`src/sv/sbb_pkg.sv`:
```
// shared types, constants and the divide-by-three helper for the box blur
package sbb_pkg;

  localparam int unsigned MaxWidth  = 256;
  localparam int unsigned MaxHeight = 256;
  localparam int unsigned ColW      = $clog2(MaxWidth);
  localparam int unsigned RowW      = $clog2(MaxHeight);
  localparam int unsigned DimW      = 9;
  localparam int unsigned PixW      = 8;
  localparam int unsigned SumW      = 10;
  localparam int unsigned JobDepth  = 4;
  localparam int unsigned JobPtrW   = $clog2(JobDepth);
  localparam int unsigned JobCntW   = $clog2(JobDepth + 1);

  localparam logic [DimW-1:0] DimMin      = DimW'(2);
  localparam logic [DimW-1:0] WidthMax    = DimW'(MaxWidth);
  localparam logic [DimW-1:0] HeightMax   = DimW'(MaxHeight);
  localparam logic [DimW-1:0] DimResetVal = DimW'(256);

  // configuration register indexes
  typedef enum logic [0:0] {
    CFG_FRAME_WIDTH  = 1'b0,
    CFG_FRAME_HEIGHT = 1'b1
  } cfg_idx_e;

  // one column job: a horizontal result and what it completes
  typedef struct packed {
    logic [ColW-1:0] col;
    logic [RowW-1:0] row;
    logic [PixW-1:0] hval;
    logic            emit_upper;
    logic            emit_lower;
    logic            use_older;
    logic            eof_col;
    logic            last_job;
  } job_t;

  // one result item
  typedef struct packed {
    logic [PixW-1:0] pixel;
    logic [RowW-1:0] row;
    logic [ColW-1:0] col;
    logic            last;
    logic            eof;
  } res_t;

  // floor(x / 3) for x up to 767, by reciprocal multiply
  function automatic logic [PixW-1:0] div3(input logic [SumW-1:0] x);
    logic [19:0] prod;
    prod = 20'(x) * 20'd683;
    return prod[18:11];
  endfunction

endpackage

```
`src/sv/sbb_job_fifo.sv`:
```
// short job queue between front and back, two writes and one read per cycle
module sbb_job_fifo (
  input  logic          clk_i,
  input  logic          rst_ni,
  input  logic          push0_i,
  input  logic          push1_i,
  input  sbb_pkg::job_t job0_i,
  input  sbb_pkg::job_t job1_i,
  output logic          room2_o,
  input  logic          pop_i,
  output logic          not_empty_o,
  output sbb_pkg::job_t head_o
);
  import sbb_pkg::*;

  job_t               slot_q [JobDepth];
  logic [JobPtrW-1:0] wp_q, rp_q;
  logic [JobCntW-1:0] cnt_q;
  logic [JobPtrW-1:0] wp_plus1;
  logic               do_pop;

  assign wp_plus1    = wp_q + JobPtrW'(1);
  assign not_empty_o = cnt_q != '0;
  assign room2_o     = cnt_q <= JobCntW'(JobDepth - 2);
  assign head_o      = slot_q[rp_q];
  assign do_pop      = pop_i & not_empty_o;

  // storage
  always_ff @(posedge clk_i) begin
    if (push0_i) slot_q[wp_q] <= job0_i;
    if (push1_i) slot_q[wp_plus1] <= job1_i;
  end

  // pointers and fill count
  always_ff @(posedge clk_i or negedge rst_ni) begin
    if (!rst_ni) begin
      wp_q  <= '0;
      rp_q  <= '0;
      cnt_q <= '0;
    end else begin
      wp_q  <= wp_q + JobPtrW'(push0_i) + JobPtrW'(push1_i);
      rp_q  <= rp_q + JobPtrW'(do_pop);
      cnt_q <= cnt_q + JobCntW'(push0_i) + JobCntW'(push1_i) - JobCntW'(do_pop);
    end
  end

endmodule

```
`config.mk`:
```
export PLATFORM = sky130hd
export DESIGN_NAME = sbb_job_fifo
export DESIGN_NICKNAME = d
export VERILOG_FILES = /design/src/sv/sbb_pkg.sv /design/src/sv/sbb_job_fifo.sv
export SDC_FILE = /design/constraint.sdc
export NUM_CORES = 1
export LEC_CHECK = 0
export BUFFER_PORTS_ARGS = -buffer_cell sky130_fd_sc_hd__buf_2
export CAP_MARGIN = 20
export CORE_ASPECT_RATIO = 0.9
export CORE_UTILIZATION = 31
export CTS_CLUSTER_DIAMETER = 120
export DETAILED_ROUTE_END_ITERATION = 8
export PLACE_DENSITY = 0.54
export SYNTH_ARGS = -nofsm -noshare
export SYNTH_HDL_FRONTEND = slang
export SYNTH_SLANG_ARGS = --single-unit
export TNS_END_PERCENT = 100
```
`constraint.sdc`:
```
create_clock -name clk_i -period 8.14 [get_ports clk_i]
set_input_delay 0.814 -clock clk_i [delete_from_list [all_inputs] [get_ports clk_i]]
set_output_delay 0.814 -clock clk_i [all_outputs]
set_load 0.01 [all_outputs]
```
; ---- Yosys cells after proc, flatten, opt, wreduce, memory -nomap -nowiden
; Memory sizes are Yosys's and may differ from the RTL's.
; Cells that the tools add are included.
[op_classes]
order_cmp = 1
add_sub_neg = 7
n_reduce_logical = 1
n_mux = 4
n_bitwise = 1
[ops]
columns = op, n
row1 = $add 2x1->2, 3
row2 = $add 3x1->3, 2
row3 = $mux 1, 4
row4 = $le 3x2->1 const B, 1
row5 = $reduce_bool 3->1, 1
row6 = $sub 3x1->3, 1
row7 = $add 2x1->2 const B, 1
row8 = $and 1x1->1, 1
[word_totals]
ramBits = 116
reg_bits = 7
in_bits = 63
elab_cells = 18
memories = 1
[memory_table]
columns = name, words, word_bits, rd, rd_ports_with_merged_regs, write_ports, line
row1 = slot_q, 4, 29, 1, 0, 2, sbb_job_fifo.sv:16  ; job_t slot_q [JobDepth];

; ---- Logic depth before layout (Yosys ltp)
; Gate-level depths: netlist of run 1.
[depth]
ltp_word = 3
depth_mapped = 7
mapped_depth_nobuf = 7

; ---- Least setup slack after synthesis of run 1
; OpenSTA, ideal clock, no wires.
[synth_path]
kind = input to register
from = input push0_i
to = memory slot_q[2][0] (netlist name), enable pin
arrival_time_ns = 2.950
n_path_buf = 0
stages = 2
setup_time_ns = 0.455
setup_slack_ns = 4.735
cell_sequence = nand2b_1 -> o21ai_0
[synth_lines]
columns = item, line
row1 = start: declaration, sbb_job_fifo.sv:5  ; input logic push0_i,
row2 = end: declaration, sbb_job_fifo.sv:16

==> metrics.cfg, run 1 <==
[synthesis]
synthCells=316
syn_area_per_cell_um2=18.93
synth.largest_area_cell=edfxtp_1
synth_top_area_share_pct=58.22
synth-async-reset-ratio_pct=5.691
yosysWarningCount=0
ys.flop_type=edfxtp_1
yosysUniqueCellTypes=23
synth_edf_count=116
ys_seq_area_share_pct=61.15
syn_nets=385
synth_area_um2=5983
ys_top_cells_by_count=116 x edfxtp_1, 116 x mux2_2, 29 x mux4_2, 10 x buf_2, 7 x dfrtp_1
ys_ff_latch=123
synth_area_leaders=edfxtp_1 58%, mux2_2 22%, mux4_2 11%

[final_layout]
fill_cells=1717
drive_gt1_share_pct=64.65
final_area_um2=7388
nNetsFinal=486
area_growth_pct=23.48

[route]
drc_errors=0
vias=3262
vias_per_cell=4.818
first_pass_iters=4
routed_wl_um=13310
ant_nets=0
wl_per_cell_um=19.66
dr.first_iter.drc_count=146

[timing]
rsz0062_at_grt=no
tightest_slew_ns=0.9970
slew_viol_final=0
slew_headroom_pct=33.46
period_needed_ns=3.054
fin_crit_sh_pct=37.52
hold_ws_ns=0.2280
skew_ns=0.006334
fmaxAchievable_mhz=327.4
hold_violations=0
fin_setup_tns_ns=0
setup_viol=0

[floorplan]
fp.dieH_um=133.8
ios=94
initial_core_util_pct=32.10
die_w_um=148.4
dieArea_um2=19860
rows=47
core-area_um2=18640

[cts]
clk_pin_slew_worst_paths_ns=0.05
cts_hold_buf=0
cts_sinks=123
clock-root-buffer=clkbuf_16
cts_made_buffers=17
cts.repair.resized=0
postCtsSetupBuffers=0
cts_buffer_depth=2
h-tree-depth=4
clkLatencyLatePin_ns=0.42
cts_tree=yes

[place]
place_congestion=0.7167
dpl.hpwl_um=8145
port_buffers=93
place_area_um2=6715

[setup_path]
cp.required_ns=7.33
path_class=register to output port
crit_path_start_kind=register
path_cells=buf_4, mux4_2, buf_2
cpPeakStageDelay_ns=0.61
end_kind=output port
arrival_ns=2.24
cp_top_family=buffers and inverters
crit_buf_inv=2
cp_slowest_cell=mux4_2
crit_fanout=23

[job]
drv_cap=0

[global_route]
grt_max_degree=31
grt_pass1_wl_um=20580
grt_usage_pct=14.41
antenna_found_initial=3
first_global_vias=3531
grt_overflow_total=0

[pwr]
p_leak_nw=2.661
power.density_nw_per_um2=376.1
ir_drop_mv=0.1603

[hold_path]
hp-class=input port to async pin

[outcome]
run_status=complete, no violations

==> power breakdown <==
group	switching [mW]	total (mW)	internal (mW)
sequential	0.110	1.07	0.960
clock	0.264	0.773	0.509
combinational	0.466	0.936	0.469
total	0.841	2.78	1.94
==> path summary, 6_finish.rpt <==
path                                         start                      end  slack, ns  depth (start not counted)
worst max-delay path             rp_q[0]$_DFF_PN0_               head_o[10]       5.09                          3
worst min-delay path                        rst_ni        wp_q[0]$_DFF_PN0_       0.23                          1
worst max register to register   wp_q[1]$_DFF_PN0_  slot_q[0][15]$_DFFE_PP_       5.62                          3
worst min register to register  cnt_q[0]$_DFF_PN0_       cnt_q[0]$_DFF_PN0_       0.59                          1
max in group asynchronous                   rst_ni        rp_q[1]$_DFF_PN0_       7.74                          1
min in group clk_i              cnt_q[0]$_DFF_PN0_       cnt_q[0]$_DFF_PN0_       0.59                          1
==> cells in the final DEF (no fill, tap or decap), types with 2 or more instances in the layout <==
master     Yosys  final
buf_16         0      2
buf_2         10     93
buf_4          2      5
bufinv_16      0      4
clkbuf_1       2      6
clkbuf_16      0     17
clkinv_1       0      2
clkinv_2       0      2
dfrtp_1        7      5
dfrtp_2        0      2
diode_2        0      2
edfxtp_1     116    116
fa_1           3      3
ha_1           3      3
inv_1          6      6
mux2_2       116    116
mux4_2        29     29
nand3b_1       2      2
nor2_4         0      2
o21ai_4        0      2
xor2_1         2      2
==> logic make-up after synthesis <==
group | count (synthesis) | share of synthesized area [%]
multiplexers | 146 | 32.92
flip-flops | 123 | 61.15
buffers and inverters | 25 | 2.530
AND/OR/NAND/NOR | 10 | 1.046
adder cells (fa/ha/maj) | 6 | 1.631
AO/OA/AOI/OAI | 3 | 0.2928
XOR/XNOR | 3 | 0.4392
==> metal layers <==
layer	global-route usage (%)	part of all wire, %	up-vias
met5	0	0.13	-
met4	5.097	1.3	2
met3	4.422	4.9	16
met2	23.83	50	73
met1	17.76	44	1682
li1	-	-	1489
==> registers in the layout, indices dropped and copies added, names as in the netlist <==
register / flops
rp_q: 2
cnt_q: 3
slot_q: 116
wp_q: 2
==> through the flow <==
step | instances | power, mW | setup slack (ns) | util, %
floorplan | 316 | 1.678 | 4.735 | -
global placement | 640 | 2.000 | 5.158 | 36.02
detailed placement | 640 | 2.012 | 5.092 | 36.02
CTS | 672 | 2.793 | 5.014 | 39.20
global route | 675 | 2.929 | 4.950 | 39.61
finish | 677 | 2.779 | 5.086 | 39.63
==> worst reg2reg max path: cells and delay by family, from the launching register on <==
kind / cells / cell delay [ns]
simple gates: 1 / 0.87
flops: 1 / 0.61
compound gates: 1 / 0.48
buf+inv: 1 / 0.24
==> cell type report <==
class                      instances  area (µm²)  share of cell area [%]
antenna                            2       5.005                 0.06774
clock buffer                      23       447.9                   6.063
clock inverter                     9       145.1                   1.964
inverter                           6       22.52                  0.3048
multi-input combinational        168        2222                   30.08
sequential                       123        3661                   49.55
tap                              245       306.5                   4.149
timing repair buffer             101       578.1                   7.824
Power figures use the tool's default switching activity.
==> run 2: changes to the inputs <==
--- a/config.mk
+++ b/config.mk
@@ -5,13 +5,14 @@
 export SDC_FILE = /design/constraint.sdc
 export NUM_CORES = 1
 export LEC_CHECK = 0
+export ABC_AREA = 1
 export BUFFER_PORTS_ARGS = -buffer_cell sky130_fd_sc_hd__buf_2
 export CAP_MARGIN = 20
 export CORE_ASPECT_RATIO = 0.9
 export CORE_UTILIZATION = 31
 export CTS_CLUSTER_DIAMETER = 120
 export DETAILED_ROUTE_END_ITERATION = 8
-export PLACE_DENSITY = 0.54
+export PLACE_DENSITY = 0.53
 export SYNTH_ARGS = -nofsm -noshare
 export SYNTH_HDL_FRONTEND = slang
 export SYNTH_SLANG_ARGS = --single-unit
==> constraint.sdc (replaced) <==
create_clock -name clk_i -period 3 [get_ports clk_i]
set_input_delay 0.3 -clock clk_i [delete_from_list [all_inputs] [get_ports clk_i]]
set_output_delay 0.3 -clock clk_i [all_outputs]
set_load 0.01 [all_outputs]
==> metrics.cfg, run 2 <==
[route]
drc_errors=0  ; unchanged
routed_wl_um=19610  ; was 13310 µm
first_pass_iters=5  ; was 4
dr.first_iter.drc_count=433  ; was 146
ant_nets=0  ; unchanged
vias_per_cell=4.625  ; was 4.818
vias=5878  ; was 3262
wl_per_cell_um=15.43  ; was 19.66 µm

[final_layout]
drive_gt1_share_pct=14.99  ; was 64.65%
antenna_cells=0  ; was 2
layout_commonest_cell=nand2_1
fill_cells=2340  ; was 1717
nNetsFinal=1031  ; was 486
area_growth_pct=17.45  ; was 23.48%
fin_cells=1271  ; was 677
final_core_util_pct=37.11  ; was 39.63%
final_cell_mix=356 x nand2_1, 152 x inv_1, 116 x edfxtp_1, 93 x buf_2, 92 x nand3_1  ; was 116 x mux2_2, 116 x edfxtp_1, 93 x buf_2, 29 x mux4_2, 17 x clkbuf_16
final_area_um2=8330  ; was 7388 µm²
largest_reg_flops=116  ; unchanged
reg_top3=slot_q (116), cnt_q (3)  ; unchanged
max_flop_register=slot_q  ; unchanged
seqCellArea_um2=3661  ; unchanged
multi_input_area_um2=2476  ; was 2222 µm²

[cts]
clkLatencyLatePin_ns=0.42  ; about the same
cts_sinks=123  ; unchanged
h-tree-depth=4  ; unchanged
clk_pin_slew_worst_paths_ns=0.05  ; about the same
cts_tree=yes  ; unchanged
clock-root-buffer=clkbuf_16  ; unchanged
cts_buffer_depth=2  ; unchanged
cts_made_buffers=17  ; unchanged
postCtsSetupBuffers=0  ; unchanged
cts.repair.resized=0  ; unchanged
cts_hold_buf=1  ; was 0

[place]
dpl_worst_slack_ns=0.8833  ; was 5.092 ns
place_congestion=0.7533  ; was 0.7167
port_buffers=93  ; unchanged
place_area_um2=7759  ; was 6715 µm²
dpl.hpwl_um=12560  ; was 8145 µm
dp.cells=1239  ; was 640

[global_route]
antenna_found_initial=0  ; was 3
grt_pass1_wl_um=30910  ; was 20580 µm
grt_usage_pct=17.40  ; was 14.41%
first_global_vias=5588  ; was 3531
grt_max_degree=60  ; was 31
grt_overflow_total=0  ; unchanged

[synthesis]
yosysUniqueCellTypes=23  ; unchanged
ys_seq_area_share_pct=51.58  ; was 61.15%
syn_nets=957  ; was 385
synth_edf_count=116  ; unchanged
yosysMostFrequentCell=nand2_1
synth_area_um2=7093  ; was 5983 µm²
synth_area_leaders=edfxtp_1 49%, nand2_1 19%, inv_1 8.0%  ; was edfxtp_1 58%, mux2_2 22%, mux4_2 11%
ys_top_cells_by_count=356 x nand2_1, 152 x inv_1, 116 x edfxtp_1, 92 x nand3_1, 58 x nand4_1  ; was 116 x edfxtp_1, 116 x mux2_2, 29 x mux4_2, 10 x buf_2, 7 x dfrtp_1
synth-async-reset-ratio_pct=5.691  ; unchanged
yosysWarningCount=0  ; unchanged
ys.flop_type=edfxtp_1  ; unchanged
syn_area_per_cell_um2=7.988  ; was 18.93 µm²
synth.largest_area_cell=edfxtp_1  ; unchanged
ys_ff_latch=123  ; unchanged
synthCells=888  ; was 316
synth_top_area_share_pct=49.11  ; was 58.22%

[setup_path]
r2r-start=wp_q[0]$_DFF_PN0_  ; was wp_q[1]$_DFF_PN0_
cpPeakStageDelay_ns=0.43  ; was 0.61 ns
cpMostUsedCell=nand2_1
path_class=register to output port  ; unchanged
crit_path_start_kind=register  ; unchanged
arrival_ns=1.94  ; was 2.24 ns
path_cells=inv_2, buf_12, nand2_1, nand3_1, nand2_1, buf_2  ; was buf_4, mux4_2, buf_2
end_kind=output port  ; unchanged
reg2reg_to=slot_q[3][6]$_DFFE_PP_  ; was slot_q[0][15]$_DFFE_PP_
cp.required_ns=2.70  ; was 7.33 ns
crit_fanout=32  ; was 23
reg2reg_depth=4  ; was 3
cp_slowest_cell=inv_2  ; was mux4_2
r2r_slack_ns=0.89  ; was 5.62 ns

[timing]
fmaxAchievable_mhz=446.7
setup_ws_ns=0.7615  ; was 5.086 ns
hold_violations=0  ; unchanged
setup_viol=0  ; unchanged
hold_ws_ns=0.2028  ; was 0.2280 ns
skew_ns=0.007512  ; was 0.006334 ns
fin_crit_sh_pct=74.62
slew_viol_final=0  ; unchanged
fin_setup_tns_ns=0  ; unchanged
tightest_slew_ns=0.7059  ; was 0.9970 ns
rsz0062_at_grt=no  ; unchanged
period_needed_ns=2.238
slew_headroom_pct=52.94  ; was 33.46%

[floorplan]
die_w_um=161.4  ; was 148.4 µm
fp.dieH_um=145.5  ; was 133.8 µm
initial_core_util_pct=31.60  ; was 32.10%
core-area_um2=22450  ; was 18640 µm²
ios=94  ; unchanged
rows=52  ; was 47
dieArea_um2=23490  ; was 19860 µm²

[job]
drv_cap=0  ; unchanged

[hold_path]
hp-class=input port to register  ; was input port to async pin
whs_path_depth=3
min_to=slot_q[1][1]$_DFFE_PP_
hold_start=job0_i[1]

[pwr]
p_leak_nw=4.223  ; was 2.661 nW
finalPower_mw=8.546  ; was 2.779 mW
ir_drop_mv=0.4822  ; was 0.1603 mV
power.density_nw_per_um2=1026  ; was 376.1 nW/µm²

[outcome]
run_status=complete, no violations  ; unchanged

run 2: worst max-delay path: cells and delay by family, from the launching register on:
family | cells | cell delay [ns]
buf+inv | 3 | 0.86
flops | 1 | 0.40
simple gates | 3 | 0.23
run 2: worst max-delay path by stage:
stage	startpoint	endpoint	slack, ns	cells after the start
final	rp_q[0]$_DFF_PN0_	head_o[28]	0.76	6
after floorplan	push1_i	cnt_q[2]$_DFF_PN0_	1.00	9
after global routing	rp_q[1]$_DFF_PN0_	head_o[21]	0.60	5
after detailed placement	push1_i	cnt_q[2]$_DFF_PN0_	0.88	7
after CTS	rp_q[0]$_DFF_PN0_	head_o[18]	0.72	6
after global placement	push1_i	cnt_q[2]$_DFF_PN0_	0.88	7
run 2: layout make-up:
cell class	instances	share of cell area, %
multi-input combinational	549	29.72
tap	297	4.461
inverter	155	6.984
clock buffer	18	5.152
clock inverter	13	1.592
sequential	123	43.95
timing repair buffer	116	8.141
run 2: cell families (layout without fill, tap and decap cells):
| logic type | after synthesis | count (layout) | synth area share (%) |
|---|---|---|---|
| xor+xnor | 3 | 3 | 0.3705 |
| compound gates | 31 | 31 | 2.258 |
| fa+ha+maj | 6 | 6 | 1.376 |
| simple gates | 509 | 509 | 30.90 |
| buf+inv | 216 | 302 | 13.51 |
| flops | 123 | 123 | 51.58 |
run 2: routing by layer:
metal	GRT usage, %	up-vias	part of all wire [%]
met3	3.078	22	5.5
met1	23.22	2692	46
li1	-	2985	-
met2	28.28	179	47
met4	6.226	0	1.5
met5	0	-	0
run 2: power by group:
group	switching, mW	internal, mW
logic	2.46	1.13
clock network	0.729	1.27
registers	0.251	2.70
total	3.44	5.10
==> run 3: changes to the inputs <==
--- a/config.mk
+++ b/config.mk
@@ -12,7 +12,7 @@
 export CORE_UTILIZATION = 31
 export CTS_CLUSTER_DIAMETER = 120
 export DETAILED_ROUTE_END_ITERATION = 8
-export PLACE_DENSITY = 0.53
+export PLACE_DENSITY = 0.55
 export SYNTH_ARGS = -nofsm -noshare
 export SYNTH_HDL_FRONTEND = slang
 export SYNTH_SLANG_ARGS = --single-unit
==> constraint.sdc (replaced) <==
create_clock -name clk_i -period 1.9 [get_ports clk_i]
set_input_delay 0.19 -clock clk_i [delete_from_list [all_inputs] [get_ports clk_i]]
set_output_delay 0.19 -clock clk_i [all_outputs]
set_load 0.01 [all_outputs]
==> metrics.cfg, run 3 (synthesized netlist as in run 2, its figures left out) <==
[floorplan]
ios=94  ; unchanged
rows=52  ; unchanged
core-area_um2=22450  ; unchanged
dieArea_um2=23490  ; unchanged
fp.dieH_um=145.5  ; unchanged
die_w_um=161.4  ; unchanged
initial_core_util_pct=31.60  ; unchanged

[setup_path]
arrival_ns=2.22  ; was 1.94 ns
reg2reg_to=cnt_q[1]$_DFF_PN0_  ; was slot_q[3][6]$_DFFE_PP_
path_class=register to register  ; was register to output port
r2r-start=cnt_q[2]$_DFF_PN0_  ; was wp_q[0]$_DFF_PN0_
cp.required_ns=2.26  ; was 2.70 ns
crit_path_start_kind=register  ; unchanged
end_kind=register  ; was output port
worstSetupEndpoint=cnt_q[1]$_DFF_PN0_  ; was head_o[28]
r2r_slack_ns=0.04  ; was 0.89 ns
cp-startpoint=cnt_q[2]$_DFF_PN0_  ; was rp_q[0]$_DFF_PN0_
crit_fanout=2  ; was 32
reg2reg_depth=6  ; was 4

[global_route]
grt_pass1_wl_um=30680  ; was 30910 µm
grt_max_degree=93  ; was 60
grt_overflow_total=0  ; unchanged
first_global_vias=5468  ; was 5588
grt_usage_pct=17.24  ; was 17.40%
antenna_found_initial=0  ; unchanged

[place]
dp.cells=1256  ; was 1239
place_congestion=0.7592  ; was 0.7533
dpl.hpwl_um=12590  ; was 12560 µm
port_buffers=93  ; unchanged

[route]
routed_wl_um=19710  ; was 19610 µm
wl_per_cell_um=15.29  ; was 15.43 µm
ant_nets=0  ; unchanged
vias=5947  ; was 5878
drc_errors=0  ; unchanged
first_pass_iters=6  ; was 5
dr.first_iter.drc_count=476  ; was 433
vias_per_cell=4.614  ; was 4.625

[final_layout]
area_growth_pct=20.92  ; was 17.45%
largest_reg_flops=116  ; unchanged
reg_top3=slot_q (116), cnt_q (3)  ; unchanged
fill_cells=2273  ; was 2340
antenna_cells=0  ; unchanged
layout_commonest_cell=nand2_1  ; unchanged
drive_gt1_share_pct=17.14  ; was 14.99%
nNetsFinal=1049  ; was 1031
fin_cells=1289  ; was 1271
max_flop_register=slot_q  ; unchanged
final_cell_mix=355 x nand2_1, 151 x inv_1, 116 x edfxtp_1, 93 x buf_2, 92 x nand3_1  ; was 356 x nand2_1, 152 x inv_1, 116 x edfxtp_1, 93 x buf_2, 92 x nand3_1

[cts]
clkLatencyLatePin_ns=0.42  ; about the same
cts_tree=yes  ; unchanged
cts_made_buffers=17  ; unchanged
clk_pin_slew_worst_paths_ns=0.06  ; was 0.05 ns
postCtsSetupBuffers=0  ; unchanged
h-tree-depth=4  ; unchanged
cts_sinks=123  ; unchanged
clock-root-buffer=clkbuf_16  ; unchanged
cts_buffer_depth=2  ; unchanged

[pwr]
ir_drop_mv=0.8851  ; was 0.4822 mV
power.density_nw_per_um2=1644  ; was 1026 nW/µm²
p_leak_nw=4.343  ; was 4.223 nW

[timing]
period_needed_ns=1.862
skew_ns=0.005345  ; was 0.007512 ns
fmaxAchievable_mhz=536.9
slew_headroom_pct=70.96  ; was 52.94%
hold_violations=0  ; unchanged
tightest_slew_ns=0.4355  ; was 0.7059 ns
hold_ws_ns=0.08809  ; was 0.2028 ns
fin_crit_sh_pct=98.03
slew_viol_final=0  ; unchanged
rsz0062_at_grt=yes  ; was no
setup_viol=0  ; unchanged

[hold_path]
hp-class=input port to register  ; unchanged

[outcome]
run_status=complete, no violations  ; unchanged

[job]
drv_cap=0  ; unchanged

[run 3: cell types whose count changed in the layout (fill, tap and decap cells not counted), sizes merged]
cell,previous run,this run
buf,115,132
clkbuf,18,20
clkinv,10,9
[run 3: final cells by class]
class                   instances  area (µm²)  share of cell area [%]
flip-flops and latches        123        3660                   42.67
multi-input cells             549        2490                   29.03
repair buffers                134       905.9                   10.56
inverters                     155       586.8                   6.842
clock buffers                  19       432.9                   5.047
well taps                     297       371.6                   4.333
clock inverters                12       130.1                   1.517
[run 3: what timing repair did]
item	4_1_cts	5_1_grt
hold buffers	1	0
gates cloned	0	1
gates resized for setup	4	3
endpoints found under the hold margin	7	0
endpoints found under the setup margin	5	3
pin swaps	0	2
[run 3: through the flow]
| stage | total power, mW | area [µm²] | worst slack (ns) | TNS (ns) | utilization, % |
|---|---|---|---|---|---|
| 2_1_floorplan | 8.461 | 7096 | 0.01137 | 0 | - |
| 3_3_place_gp | 10.91 | 7963 | -0.03685 | -0.03685 | 35.47 |
| 3_5_place_dp | 10.98 | 7963 | -0.08413 | -0.1047 | 35.47 |
| 4_1_cts | 14.18 | 8546 | 0.01128 | 0 | 38.07 |
| 5_1_grt | 15.06 | 8577 | -0.02341 | -0.04591 | 38.21 |
| 6_report | 14.10 | 8577 | 0.03751 | 0 | 38.21 |
[run 3: worst min path at each step]
| stage | startpoint | to | slack, ns | cells past startpoint |
|---|---|---|---|---|
| 2_1_floorplan | rst_ni | cnt_q[0]$_DFF_PN0_ | -0.11 | 0 |
| 6_report | job0_i[28] | slot_q[1][28]$_DFFE_PP_ | 0.09 | 3 |
| 5_1_grt | job0_i[2] | slot_q[2][2]$_DFFE_PP_ | 0.08 | 3 |
| 3_3_place_gp | rst_ni | cnt_q[0]$_DFF_PN0_ | 0.05 | 1 |
| 3_5_place_dp | rst_ni | cnt_q[0]$_DFF_PN0_ | 0.05 | 1 |
| 4_1_cts | job0_i[28] | slot_q[1][28]$_DFFE_PP_ | 0.07 | 3 |
[run 3: where the power goes]
part	internal (mW)	leakage (nW)	total [mW]	switching, mW
combinational	2.20	2.89	6.37	4.18
clock	2.02	0.280	3.17	1.15
sequential	4.26	1.17	4.56	0.301
[run 3: worst max-delay path, cell delays in order (launching register included)]
cell and delay (ns):
dfrtp_1 0.39, nor2_2 0.14, a21boi_2 0.08, ha_1 0.29, inv_2 0.04, fa_2 0.33, fa_2 0.53
[run 3: routing by layer]
metal | part of all wire (%) | vias to the layer above | wire (µm) | GRT usage (%)
li1 | - | 3019 | - | -
met1 | 45 | 2718 | 8777 | 21.96
met2 | 47 | 184 | 9329 | 28.21
met3 | 6.0 | 26 | 1183 | 3.904
met4 | 2.1 | 0 | 418 | 7.028
met5 | 0 | - | 0 | 0
